[config.mk]
export PLATFORM = sky130hd
export DESIGN_NAME = four_channel_counter_timer_core
export DESIGN_NICKNAME = d
export VERILOG_FILES = /design/src/hdl/fcct_pkg.sv /design/src/hdl/four_channel_counter_timer_core.sv /design/src/hdl/fcct_channel.sv
export SDC_FILE = /design/constraint.sdc
export NUM_CORES = 1
export LEC_CHECK = 0
export BUFFER_PORTS_ARGS = -buffer_cell sky130_fd_sc_hd__buf_2
export CORE_UTILIZATION = 38
export DETAILED_ROUTE_END_ITERATION = 7
export RECOVER_POWER = 50
export SYNTH_ARGS = -nofsm -noshare
export SYNTH_HDL_FRONTEND = slang
export SYNTH_SLANG_ARGS = --single-unit
[constraint.sdc]
create_clock -name clk -period 13.85 [get_ports clk]
set_input_delay 1.385 -clock clk [delete_from_list [all_inputs] [get_ports clk]]
set_output_delay 1.385 -clock clk [all_outputs]
set_load 0.03 [all_outputs]
[src/hdl/fcct_pkg.sv]
// ----------------------------------------------------------------------------
// fcct_pkg
// Command codes, control word bits and channel interface types.
// ----------------------------------------------------------------------------
package fcct_pkg;

	localparam int NUM_CH = 4;

	localparam logic [1:0] CMD_TICK  = 2'd0;
	localparam logic [1:0] CMD_READ  = 2'd1;
	localparam logic [1:0] CMD_WRITE = 2'd2;
	localparam logic [1:0] CMD_ACK   = 2'd3;

	localparam int CW_IS_CONTROL   = 0;
	localparam int CW_SOFT_RESET   = 1;
	localparam int CW_TC_FOLLOWS   = 2;
	localparam int CW_PRESCALE256  = 5;
	localparam int CW_COUNTER_MODE = 6;
	localparam int CW_INT_ENABLE   = 7;

	localparam logic [15:0] ACCUM_MAX   = 16'hFFFF;
	localparam logic [15:0] PERIOD_16   = 16'd16;
	localparam logic [15:0] PERIOD_256  = 16'd256;

	typedef struct packed {
		logic tick;
		logic write;
		logic clr_pending;
	} chan_cmd_t;

	typedef struct packed {
		logic [7:0] counter;
		logic       pend_nxt;
		logic       vec_wr;
	} chan_stat_t;

endpackage

[src/hdl/four_channel_counter_timer_core.sv]
// ----------------------------------------------------------------------------
// four_channel_counter_timer_core
// Four-channel counter/timer in timer mode with a single interrupt request.
// ----------------------------------------------------------------------------
// Usage:
//   Input words carry command, channel, bus_data and tick_states: tick,
//   read counter, write byte or acknowledge interrupt.
//   Every input word yields exactly one output word: read_data (counter on
//   read, else zero), irq_request and irq_vector after that word.
//   An accepted word sits in the input register while all four channels
//   and the request update, and the result register takes it once the
//   output side is free.
//   Throughput is one word per cycle; a new word is taken each cycle while
//   the output side keeps up. All four channels update in parallel, which
//   sets this rate.
//   When out_stall is high the output word holds; an empty input register
//   still takes one more input word, then in_stall stays high until the
//   output word is taken.
//   Reset clears all channel state (channels running, counters zero) and
//   the interrupt request; no word is in flight after reset.
// ----------------------------------------------------------------------------
module four_channel_counter_timer_core (
	input  logic       clk,
	input  logic       arst_n,
	input  logic       in_valid,
	output logic       in_stall,
	input  logic [1:0] command,
	input  logic [1:0] channel,
	input  logic [7:0] bus_data,
	input  logic [7:0] tick_states,
	output logic       out_valid,
	input  logic       out_stall,
	output logic [7:0] read_data,
	output logic       irq_request,
	output logic [7:0] irq_vector
);

	logic       valid_s1;
	logic [1:0] cmd_s1, ch_s1;
	logic [7:0] data_s1, states_s1;

	logic       out_valid_q;
	logic [7:0] read_data_q;
	logic       req_q;
	logic [7:0] vec_q;
	logic [4:0] vbase_q;

	logic       advance;
	logic       req_n;
	logic [7:0] vec_n;
	logic [fcct_pkg::NUM_CH-1:0] clr;

	fcct_pkg::chan_cmd_t  ccmd [fcct_pkg::NUM_CH];
	fcct_pkg::chan_stat_t cstat[fcct_pkg::NUM_CH];

	assign advance  = valid_s1 && (!out_valid_q || !out_stall);
	assign in_stall = valid_s1 && out_valid_q && out_stall;

	always_ff @(posedge clk or negedge arst_n) begin
		if (!arst_n) begin
			valid_s1 <= 1'b0;
		end else if (!in_stall) begin
			valid_s1 <= in_valid;
		end
	end

	always_ff @(posedge clk) begin
		if (!in_stall) begin
			cmd_s1    <= command;
			ch_s1     <= channel;
			data_s1   <= bus_data;
			states_s1 <= tick_states;
		end
	end

	// on a tick, raise the request from the lowest-numbered pending channel; clear it on acknowledge
	always_comb begin
		req_n = req_q;
		vec_n = vec_q;
		clr   = '0;
		if (advance && cmd_s1 == fcct_pkg::CMD_TICK) begin
			for (int i = 0; i < fcct_pkg::NUM_CH; i++) begin
				if (cstat[i].pend_nxt && !req_n) begin
					req_n  = 1'b1;
					vec_n  = {vbase_q, 2'(i), 1'b0};
					clr[i] = 1'b1;
				end
			end
		end
		if (advance && cmd_s1 == fcct_pkg::CMD_ACK) begin
			req_n = 1'b0;
		end
	end

	for (genvar g = 0; g < fcct_pkg::NUM_CH; g++) begin : g_ch
		assign ccmd[g].tick        = advance && cmd_s1 == fcct_pkg::CMD_TICK;
		assign ccmd[g].write       = advance && cmd_s1 == fcct_pkg::CMD_WRITE && ch_s1 == 2'(g);
		assign ccmd[g].clr_pending = clr[g];

		fcct_channel u_ch (
			.clk         (clk),
			.arst_n      (arst_n),
			.cmd         (ccmd[g]),
			.bus_data    (data_s1),
			.tick_states (states_s1),
			.stat        (cstat[g])
		);
	end

	always_ff @(posedge clk or negedge arst_n) begin
		if (!arst_n) begin
			out_valid_q <= 1'b0;
			req_q       <= 1'b0;
			vec_q       <= '0;
			vbase_q     <= '0;
		end else begin
			req_q <= req_n;
			vec_q <= vec_n;
			if (advance && cmd_s1 == fcct_pkg::CMD_WRITE && ch_s1 == 2'd0 && cstat[0].vec_wr) begin
				vbase_q <= data_s1[7:3];
			end
			if (advance) begin
				out_valid_q <= 1'b1;
			end else if (!out_stall) begin
				out_valid_q <= 1'b0;
			end
		end
	end

	always_ff @(posedge clk) begin
		if (advance) begin
			read_data_q <= (cmd_s1 == fcct_pkg::CMD_READ) ? cstat[ch_s1].counter : 8'd0;
		end
	end

	assign out_valid   = out_valid_q;
	assign read_data   = read_data_q;
	assign irq_request = req_q;
	assign irq_vector  = vec_q;

endmodule

[src/hdl/fcct_channel.sv]
// ----------------------------------------------------------------------------
// fcct_channel
// One timer channel: control word, time constant, down counter, prescaler.
// ----------------------------------------------------------------------------
module fcct_channel (
	input  logic                   clk,
	input  logic                   arst_n,
	input  fcct_pkg::chan_cmd_t    cmd,
	input  logic [7:0]             bus_data,
	input  logic [7:0]             tick_states,
	output fcct_pkg::chan_stat_t   stat
);

	logic [7:0]  cw_q, tc_q, dc_q;
	logic [15:0] acc_q;
	logic        run_q, pend_q;

	logic [7:0]  cw_n, tc_n, dc_n, dec;
	logic [15:0] acc_n, sat, period;
	logic [16:0] sum;
	logic        run_n, pend_n;

	always_comb begin
		cw_n   = cw_q;
		tc_n   = tc_q;
		dc_n   = dc_q;
		acc_n  = acc_q;
		run_n  = run_q;
		pend_n = pend_q;
		sum    = {1'b0, acc_q} + {9'b0, tick_states};
		sat    = sum[16] ? fcct_pkg::ACCUM_MAX : sum[15:0];
		period = cw_q[fcct_pkg::CW_PRESCALE256] ? fcct_pkg::PERIOD_256 : fcct_pkg::PERIOD_16;
		dec    = dc_q - 8'd1;
		if (cmd.tick && run_q) begin
			if (cw_q[fcct_pkg::CW_SOFT_RESET]) begin
				acc_n = '0;
				cw_n[fcct_pkg::CW_SOFT_RESET] = 1'b0;
				run_n = 1'b0;
			end else if (!cw_q[fcct_pkg::CW_COUNTER_MODE]) begin
				if (sat >= period) begin
					acc_n = sat - period;
					if (dec == 8'd0) begin
						dc_n = tc_q;
						if (cw_q[fcct_pkg::CW_INT_ENABLE]) begin
							pend_n = 1'b1;
						end
					end else begin
						dc_n = dec;
					end
				end else begin
					acc_n = sat;
				end
			end
		end
		if (cmd.write) begin
			priority if (cw_q[fcct_pkg::CW_TC_FOLLOWS]) begin
				tc_n = bus_data;
				dc_n = bus_data;
				cw_n[fcct_pkg::CW_TC_FOLLOWS] = 1'b0;
				run_n = 1'b1;
			end else if (bus_data[fcct_pkg::CW_IS_CONTROL]) begin
				cw_n = bus_data;
			end else begin
				cw_n = cw_q;
			end
		end
	end

	always_ff @(posedge clk or negedge arst_n) begin
		if (!arst_n) begin
			cw_q   <= '0;
			tc_q   <= '0;
			dc_q   <= '0;
			acc_q  <= '0;
			run_q  <= 1'b1;
			pend_q <= 1'b0;
		end else begin
			cw_q   <= cw_n;
			tc_q   <= tc_n;
			dc_q   <= dc_n;
			acc_q  <= acc_n;
			run_q  <= run_n;
			pend_q <= pend_n && !cmd.clr_pending;
		end
	end

	assign stat.counter  = dc_q;
	assign stat.pend_nxt = pend_n;
	assign stat.vec_wr   = !cw_q[fcct_pkg::CW_TC_FOLLOWS] && !bus_data[fcct_pkg::CW_IS_CONTROL];

endmodule

==> summary.txt, run 1 <==
Status
  – Outcome: finished with violations
  – Failing checks: capacitance limit, slew limit

Worst hold path
  – Min-Delay Path Class: reg2reg
  – Hold path cells: 2
  – Min-delay src: g_ch[1].u_ch.acc_q[0]$_DFFE_PN0P_
  – Hold Path End: g_ch[1].u_ch.acc_q[0]$_DFFE_PN0P_

Timing
  – Final setup viols: 0
  – Final hold violations: 0
  – F_max: ~0.16 GHz
  – Tcrit/Tclk final: a little under half
  – Setup_tns: 0 ns
  – RSZ-0062 raised after global routing: no
  – Worst-case clock skew: between 0.01 and 0.015 ns
  – Final Critical Period: between 6 and 7 ns
  – Worst hold slack: approximately 0.47 ns
  – Tightest Pin Transition: 3.63 ns
  – Final count of pins violating max slew: 104
  – Relative slew slack: -142%

Yosys
  – Sequential area share after synthesis: 40.3%
  – Post-synth top flop: dfrtp_1
  – Syn nets: between 1000 and 1500
  – Share of Yosys cell area claimed by the top area cell type: between 30% and 40%
  – Yosys cell types: a little over 80
  – Area leader, netlist: dfrtp_1
  – Post-Syn Area: 12700 um^2
  – Number of synthesized flops with an enable pin: 28
  – Synth Register Bits: roughly 200
  – Top cells by area, synth: dfrtp_1 33%, nand2_1 7.0%, edfxtp_1 6.6%, ha_1 5.1%, o21ai_0 4.2%
  – Syn Area/Cell: slightly above 9 um^2
  – Async SR Flop Fraction: a little under nine tenths
  – Synth Warn #: 0
  – Syn Inst Count: roughly 1400

CTS
  – Clock Tree Buf Depth: 2
  – Clk sink count: 199
  – Num CTS Buffers: 17
  – H-tree level count: 4
  – CTS clock-pin slew for the worst setup and hold paths: 0.07 ns
  – Hold-fix buffers, CTS: 0
  – Root buf cell: clkbuf_16
  – CTS resizes: 0
  – Post-CTS setup buffer count: 0
  – Skew-Pair Late Insertion Delay: approximately 0.45 ns
  – TritonCTS clock tree: done

Setup path
  – Crit path cell chain: clkbuf_1 -> clkbuf_1 -> buf_4
  – CP most frequent cell: clkbuf_1
  – Critical path depth: 3
  – Worst R2R Start: states_s1[0]$_DFFE_PN_
  – Critical path launch point type: primary input
  – Critical Path Fanout Max: 71
  – R2R cell count: 17
  – Arr. time, crit path: ~7 ns
  – CP Class: in2async
  – Worst reg2reg endpoint: irq_vector[6]$_DFFE_PN0P_
  – Critical path's top delay family: buffers and inverters
  – Crit-path slowest cell: clkbuf_1
  – Register-to-Register Setup Slack: between 8 and 9 ns
  – CP required: between 10 and 15 ns
  – Slowest stage delay, CP: 2.67 ns
  – Worst Path Buf+Inv: 3
  – Setup crit start: arst_n
  – Crit end category: asynchronous set/reset pin

Routing
  – Router iterations before antenna repair: 5
  – 1st-iter DRT viols: ~840
  – Remaining DRCs: 0
  – Post-DR vias/cell: around 5.6
  – Final wirelength: 32900 um
  – DR WL/cell: roughly 18 um
  – Vias after detailed routing: 10500
  – Post-DRT Antenna Nets: 0

Global route
  – Vias in the first global route: around 10000
  – Initial antenna violation count: 0
  – Gr usage total: between 20% and 30%
  – Largest net degree at the start of global routing: 72
  – Grt ovf: 0
  – First-pass GRT wire length: ~54000 um

Final layout
  – Commonest non-fill, non-tap cell in the layout: nand2_1
  – Post-route core utilization: about 42%
  – Share of cells above drive strength 1: between 8 and 9%
  – Layout Nets: ~1500
  – Most frequent cells in the layout: 236 x nand2_1, 167 x dfrtp_1, 108 x nor2_1
  – Layout area overhead: 9.01%
  – ANT cells: 0

Floorplanning
  – Initial core utilization: 38.8%
  – Ports: 43
  – Core area: 32800 um^2
  – Die Ht: approximately 190 um
  – # rows: 66
  – Die Width: roughly 190 um
  – Die area: 34200 um^2

Place
  – Detailed Place HPWL: between 20000 and 25000 um
  – Routability-driven placement congestion ratio: approximately 0.88
  – Port buffer count: just over 40

Power and ir drop
  – Power per cell area: 163 nW/um^2
  – Peak VDD IR: a little over 0.00009 V
  – P_leak: around 0.0062 uW
  – Total power: between 2000 and 2500 uW

Job
  – Max Cap Viol: 2
==> metal layers <==
| metal | up-vias | part of all wire, % | track usage [%] |
|---|---|---|---|
| met5 | - | 0 | 0 |
| met4 | 0 | 1.4 | 5.29 |
| met3 | 26 | 4.4 | 2.95 |
| met2 | 230 | 46 | 32.3 |
| met1 | 5140 | 48 | 27.9 |
| li1 | 5131 | - | - |
==> report_power, final <==
part / internal [uW] / switching (uW)
logic: 409 / 522
clock network: 260 / 248
registers: 693 / 125
total: 1360 / 894
==> state kept, by name, indices dropped and copies added, names as in the netlist <==
signal / count
ch_s1: 2
cmd_s1: 2
data_s1: 8
g_ch.u_ch.acc_q: 64
g_ch.u_ch.cw_q: 20
g_ch.u_ch.dc_q: 32
g_ch.u_ch.pend_q: 4
g_ch.u_ch.run_q: 4
g_ch.u_ch.tc_q: 32
irq_request: 1
irq_vector: 7
out_valid: 1
read_data: 8
states_s1: 8
valid_s1: 1
vbase_q: 5
==> kinds of logic (layout without fill, tap and decap cells) <==
kind of cell / count (synthesis) / count (layout) / synth area share, %
and+or+nand+nor: 555 / 555 / 20.5
AOI/OAI and AO/OA: 373 / 373 / 20.4
DFF: 199 / 199 / 40.3
buffers and inverters: 90 / 120 / 2.96
xor gates and xnor gates: 65 / 65 / 4.47
muxes: 59 / 59 / 5.65
adders and majority gates: 56 / 56 / 5.74
other: 1 / 1 / 0.0295
==> synthesized netlist by cell type, drive strengths merged, types with 6 or more instances <==
library cell and count:
a211oi 27, a21boi 6, nand4 14, or3 13
o21a 12, nor3 37, nor3b 11, mux4 8
dfrtp 167, nand2 236, nand3 36, nor2b 16
a21o 18, and2 13, xor2 29, edfxtp 28
inv 36, o31a 7, clkbuf 42, a31oi 13
mux2 23, or2 8, ha 52, xnor2 36
a22o 34, nor4b 6, o211ai 21, and3 16
nor2 108, o31ai 12, buf 12, o21bai 9
a21oi 54, o21ai 108, mux2i 28, nand2b 20
==> through the flow <==
step | setup slack (ns) | instances | area [um^2]
finish | 7.47 | 1870 | 13900
global route | 6.34 | 1870 | 13900
CTS | 8.42 | 1870 | 13900
detailed placement | 8.40 | 1838 | 13300
global placement | 8.54 | 1838 | 13300
floorplan | 9.26 | 1398 | 12700
==> tightest hold or removal path, stage by stage (launching register included) <==
cell and delay (ns):
dfrtp_1 0.35, nand2_1 0.05, nand2_1 0.05
==> how the worst max path moves through the flow <==
stage	slack, ns	to
floorplan	9.26	irq_vector[3]$_DFFE_PN0P_
global placement	8.54	irq_vector[5]$_DFFE_PN0P_
detailed placement	8.40	irq_vector[3]$_DFFE_PN0P_
CTS	8.42	irq_vector[4]$_DFFE_PN0P_
global route	6.34	g_ch[3].u_ch.dc_q[7]$_DFF_PN0_
finish	7.47	g_ch[3].u_ch.dc_q[7]$_DFF_PN0_
==> layout make-up <==
type	instances	area [um^2]
Inverter	36	135
Timing Repair Buffer	52	245
Clock buffer	19	443
Fill cell	3217	18900
Multi-Input combinational cell	1109	7240
Sequential cell	199	5120
Clock inverter	13	136
Tap cell	442	553
Power figures use the tool's default switching activity.
==> run 2, diff against run 1 <==
- ABC_AREA: unset -> 1
- clock period: 13.85 -> 6.2 ns (I/O delays scaled with it)
==> summary.txt, run 2 <==
Status
  – Outcome: finished with violations
  – Failing checks: capacitance limit, slew limit

Final layout
  – Largest regs: g_ch.u_ch.acc_q x64, g_ch.u_ch.dc_q x32, g_ch.u_ch.tc_q x32
  – Register with the most flip-flops: g_ch.u_ch.acc_q
  – Most frequent cells in the layout: 485 x nand2_1, 260 x inv_1, 167 x dfrtp_1
  – FF+latch area: about 5000 um^2
  – FILL cells: ~3600
  – Share of cells above drive strength 1: between 10% and 20%
  – Number of flip-flops in the largest register: between 60 and 70
  – ANT cells: 0
  – Multi-input gate area: ~7300 um^2
  – Commonest non-fill, non-tap cell in the layout: nand2_1
  – Layout Nets: approximately 2000
  – Layout area overhead: 9.05%
  – Non-Filler Instances: about 2300

Yosys
  – Synth Warn #: 0
  – Syn nets: roughly 1900
  – Post-Syn Area: 13700 um^2
  – Synth Register Bits: between 150 and 200
  – Top cells by area, synth: dfrtp_1 31%, nand2_1 13%, inv_1 7.1%, edfxtp_1 6.1%, nand3_1 4.8%
  – Post-synth top flop: dfrtp_1
  – Syn Area/Cell: between 7 and 8 um^2
  – Async SR Flop Fraction: 85.9%
  – Sequential area share after synthesis: a little under two fifths
  – Number of synthesized flops with an enable pin: 28
  – Yosys cell types: 63
  – Most instantiated cells after synthesis: 485 x nand2_1, 260 x inv_1, 167 x dfrtp_1, 146 x nor2_1, 132 x nand3_1
  – Area leader, netlist: dfrtp_1
  – Top-count cell post-synth: nand2_1
  – Syn Inst Count: around 1800
  – Share of Yosys cell area claimed by the top area cell type: approximately 31%

Worst hold path
  – Hold Path End: cmd_s1[1]$_DFFE_PN_
  – Min-delay src: command[1]
  – Hold path cells: 1
  – Min-Delay Path Class: in2reg

Job
  – Max Cap Viol: 1

CTS
  – TritonCTS clock tree: done
  – H-tree level count: 4
  – CTS resizes: 0
  – Post-CTS setup buffer count: 0
  – Clk sink count: 199
  – Hold-fix buffers, CTS: 0
  – Skew-Pair Late Insertion Delay: approximately 0.47 ns
  – Num CTS Buffers: 17
  – CTS clock-pin slew for the worst setup and hold paths: ~0.080 ns
  – Clock Tree Buf Depth: 2
  – Root buf cell: clkbuf_16

Place
  – Detailed Place HPWL: 27500 um
  – Routability-driven placement congestion ratio: just over 0.9
  – Placed insts: 2314
  – Setup WS pre-CTS: 1.94 ns
  – Port buffer count: 41

Timing
  – RSZ-0062 raised after global routing: no
  – Tcrit/Tclk final: between 70% and 80%
  – Relative slew slack: -195%
  – Worst-case clock skew: between 0.015 and 0.02 ns
  – Setup ws final: between 1.5 and 2 ns
  – F_max: approximately 0.22 GHz
  – Setup_tns: 0 ns
  – Final Critical Period: between 4 and 5 ns
  – Final setup viols: 0
  – Final hold violations: 0
  – Tightest Pin Transition: approximately 4.4 ns
  – Final count of pins violating max slew: just under 80

Global route
  – First-pass GRT wire length: between 50000 and 60000 um
  – Initial antenna violation count: 0
  – Vias in the first global route: roughly 12000
  – Gr usage total: approximately a fifth
  – Largest net degree at the start of global routing: 79
  – Grt ovf: 0

Setup path
  – Crit end category: asynchronous set/reset pin
  – Crit path cell chain: clkbuf_1 -> clkbuf_2
  – Crit-path slowest cell: clkbuf_1
  – Critical path launch point type: primary input
  – Slowest stage delay, CP: just over 3 ns
  – Worst Path Buf+Inv: 2
  – Arr. time, crit path: slightly below 5 ns
  – CP Class: in2async
  – Register-to-Register Setup Slack: between 1.5 and 2 ns
  – Critical Path Fanout Max: 78
  – Critical path's top delay family: buffers and inverters
  – CP required: 6.62 ns
  – R2R cell count: 20
  – Worst reg2reg endpoint: g_ch[2].u_ch.dc_q[6]$_DFF_PN0_
  – Worst R2R Start: states_s1[0]$_DFFE_PN_

Power and ir drop
  – P_leak: approximately 0.0076 uW
  – Power per cell area: roughly 420 nW/um^2
  – Peak VDD IR: between 0.0002 and 0.00025 V

Floorplanning
  – Die area: around 37000 um^2
  – Ports: between 40 and 50
  – Die Ht: between 150 and 200 um
  – # rows: about 70
  – Core area: between 30000 and 40000 um^2
  – Initial core utilization: between 30 and 40%
  – Die Width: ~190 um

Routing
  – Post-DR vias/cell: between 5 and 6
  – DR WL/cell: 15.5 um
  – Post-DRT Antenna Nets: 0
  – 1st-iter DRT viols: 917
  – Final wirelength: between 30000 and 40000 um
  – Remaining DRCs: 0
  – Router iterations before antenna repair: 6
  – Vias after detailed routing: between 10000 and 15000
run 2: where the power goes:
part | switching, uW | internal, uW
registers | 355 | 1720
logic | 2020 | 1110
clock network | 584 | 555
run 2: metrics by stage:
stage          hold slack [ns]  total power (uW)  area [um^2]  util [%]
2_1_floorplan            0.324              4450        13700         -
3_3_place_gp             0.446              5130        14400      40.5
3_5_place_dp             0.453              5170        14400      40.5
4_1_cts                  0.211              6360        15000      42.1
5_1_grt                  0.311              6890        14900      42.1
6_report                 0.333              6340        14900      42.1
run 2: worst max-delay path by stage:
| stage | endpoint | slack, ns | cells after the start | start |
|---|---|---|---|---|
| floorplan | g_ch[3].u_ch.dc_q[4]$_DFF_PN0_ | 2.61 | 26 | states_s1[0]$_DFFE_PN_ |
| global placement | g_ch[2].u_ch.dc_q[6]$_DFF_PN0_ | 2.11 | 20 | states_s1[0]$_DFFE_PN_ |
| detailed placement | g_ch[2].u_ch.dc_q[6]$_DFF_PN0_ | 1.94 | 20 | states_s1[0]$_DFFE_PN_ |
| CTS | g_ch[2].u_ch.dc_q[6]$_DFF_PN0_ | 1.90 | 20 | states_s1[0]$_DFFE_PN_ |
| global route | g_ch[3].u_ch.acc_q[4]$_DFFE_PN0P_ | 0.73 | 2 | arst_n |
| finish | g_ch[3].u_ch.acc_q[12]$_DFFE_PN0P_ | 1.70 | 2 | arst_n |
run 2: layout make-up:
class	instances	share of cell area, %
Sequential cell	199	34.3
Tap cell	461	3.86
Multi-Input combinational cell	1330	49.2
Clock inverter	13	1.01
Timing Repair Buffer	49	1.68
Clock buffer	19	2.97
Inverter	275	6.98
run 2: layer usage:
layer	GRT usage [%]	wire length, um
met2	34.5	17300
met5	0	0
met4	4.98	515
met3	3.36	1590
met1	27.4	17000
run 2: kinds of logic after synthesis:
| logic type | count (synthesis) | synth area share [%] |
|---|---|---|
| other cells | 1 | 0.0274 |
| mux | 2 | 0.165 |
| buf+inv | 306 | 8.96 |
| xor+xnor | 41 | 2.62 |
| compound gates | 285 | 12.5 |
| fa+ha+maj | 56 | 5.34 |
| flops | 199 | 37.4 |
| simple gates | 945 | 32.9 |
==> run 3, diff against run 2 <==
- clock period: 6.2 -> 4.26 ns (I/O delays scaled with it)
==> summary.txt, run 3 (synthesis results as in run 2) <==
CTS
  – Hold-fix buffers, CTS: 0
  – Root buf cell: clkbuf_16
  – Clock Tree Buf Depth: 2
  – H-tree level count: 4
  – Num CTS Buffers: 17
  – TritonCTS clock tree: done
  – Skew-Pair Late Insertion Delay: approximately 0.46 ns
  – Clk sink count: a little under 200
  – CTS clock-pin slew for the worst setup and hold paths: around 0.08 ns

Routing
  – Vias after detailed routing: approximately 12000
  – DR WL/cell: 15.5 um
  – Final wirelength: roughly 36000 um
  – 1st-iter DRT viols: between 700 and 800
  – Post-DRT Antenna Nets: 0
  – Post-DR vias/cell: 5.12
  – Remaining DRCs: 0
  – Router iterations before antenna repair: 5

Floorplanning
  – Ports: 43
  – Die area: roughly 37000 um^2
  – # rows: 69
  – Die Ht: about 190 um
  – Initial core utilization: 38.6%
  – Die Width: roughly 190 um
  – Core area: around 35000 um^2

Power and ir drop
  – Power per cell area: roughly 620 nW/um^2
  – P_leak: 0.00765 uW
  – Total power: 9340 uW
  – Peak VDD IR: roughly 0.00034 V

Setup path
  – Register-to-Register Setup Slack: around 0.32 ns
  – Worst R2R Start: states_s1[0]$_DFFE_PN_
  – Crit-path slowest cell: fa_1
  – Setup crit start: states_s1[0]$_DFFE_PN_
  – Slowest stage delay, CP: about 0.44 ns
  – Worst reg2reg endpoint: irq_vector[2]$_DFFE_PN0P_
  – Critical path launch point type: flop
  – Critical Path Fanout Max: 10
  – Crit end category: flop
  – CP required: approximately 4.6 ns
  – Arr. time, crit path: approximately 4.3 ns
  – CP Class: reg2reg
  – R2R cell count: 28

Timing
  – Worst hold slack: roughly 0.13 ns
  – F_max: roughly 0.25 GHz
  – Setup ws final: roughly 0.32 ns
  – Final Critical Period: 3.94 ns
  – Tightest Pin Transition: about 2.4 ns
  – Final count of pins violating max slew: 90
  – Relative slew slack: -60.5%
  – Worst-case clock skew: between 0.015 and 0.02 ns
  – RSZ-0062 raised after global routing: no
  – Setup_tns: 0 ns
  – Tcrit/Tclk final: ~92%
  – Final hold violations: 0
  – Final setup viols: 0

Global route
  – Vias in the first global route: 11600
  – Largest net degree at the start of global routing: 90
  – First-pass GRT wire length: around 59000 um
  – Initial antenna violation count: 0
  – Grt ovf: 0
  – Gr usage total: between 20 and 25%

Final layout
  – Share of cells above drive strength 1: 12.0%
  – Layout area overhead: 9.93%
  – Commonest non-fill, non-tap cell in the layout: nand2_1
  – Most frequent cells in the layout: 485 x nand2_1, 260 x inv_1, 167 x dfrtp_1
  – Non-Filler Instances: around 2400
  – Number of flip-flops in the largest register: 64
  – Layout Nets: 1966
  – Largest regs: g_ch.u_ch.acc_q x64, g_ch.u_ch.dc_q x32, g_ch.u_ch.tc_q x32
  – ANT cells: 0
  – Register with the most flip-flops: g_ch.u_ch.acc_q

Place
  – Port buffer count: 41
  – Detailed Place HPWL: 27900 um
  – Setup WS pre-CTS: around 0.21 ns
  – Placed insts: roughly 2300
  – Routability-driven placement congestion ratio: 0.908

Job
  – Max Cap Viol: 1

Worst hold path
  – Min-delay src: bus_data[4]
  – Hold path cells: 1
  – Min-Delay Path Class: in2reg
  – Hold Path End: data_s1[4]$_DFFE_PN_

Status
  – Failing checks: capacitance limit, slew limit
  – Outcome: finished with violations
==> run 3: cell count changes in the layout (fill, tap and decap cells not counted), sizes merged <==
| cell | delta |
|---|---|
| clkbuf | +2 |
| buf | +11 |
| bufinv | +1 |
==> run 3: worst max-delay path by stage <==
stage                                                end  slack, ns  cells past startpoint
final                          irq_vector[2]$_DFFE_PN0P_       0.32                     28
after global routing           irq_vector[1]$_DFFE_PN0P_       0.02                     28
after CTS                 g_ch[2].u_ch.dc_q[6]$_DFF_PN0_       0.18                     18
after detailed placement  g_ch[2].u_ch.dc_q[6]$_DFF_PN0_       0.21                     18
after global placement    g_ch[2].u_ch.dc_q[6]$_DFF_PN0_       0.29                     18
after floorplan           g_ch[3].u_ch.dc_q[4]$_DFF_PN0_       0.67                     26
==> run 3: area by class of cell <==
type,instances,area [um^2]
Clock buffer,18,429
Clock inverter,14,175
Fill cell,3572,20400
Inverter,275,1040
Multi-Input combinational cell,1330,7350
Sequential cell,199,5120
Tap cell,461,577
Timing Repair Buffer,63,350
==> run 3: where the power goes <==
part | total [uW] | switching, uW | internal, uW
sequential | 3020 | 519 | 2500
clock | 1700 | 856 | 848
combinational | 4620 | 2950 | 1670
total | 9340 | 4330 | 5020
==> run 3: critical path, delay by kind of cell, from the launching register on <==
family	cells	cell delay, ns
simple gates	21	1.97
xor+xnor	1	0.15
flops	1	0.43
buf+inv	3	0.31
fa+ha+maj	3	0.98
==> run 3: repair_timing <==
item	CTS	global route
gates resized for setup	0	3
endpoints found under the setup margin	0	23
setup buffers	0	7
==> run 3: metal layers <==
metal	track usage, %	wire length, um	vias to the layer above	share of wire [%]
met5	0	0	-	0
met4	5.74	616	0	1.7
met3	3.12	1410	37	3.9
met2	34.7	17300	227	47
met1	27.1	17100	5693	47
li1	-	-	6121	-
==> run 3: through the flow <==
stage | util, % | instance area (um^2)
after CTS | 42.3 | 15000
after global routing | 42.4 | 15000
after floorplan | - | 13700
after detailed placement | 40.6 | 14400
after global placement | 40.6 | 14400
final | 42.4 | 15000
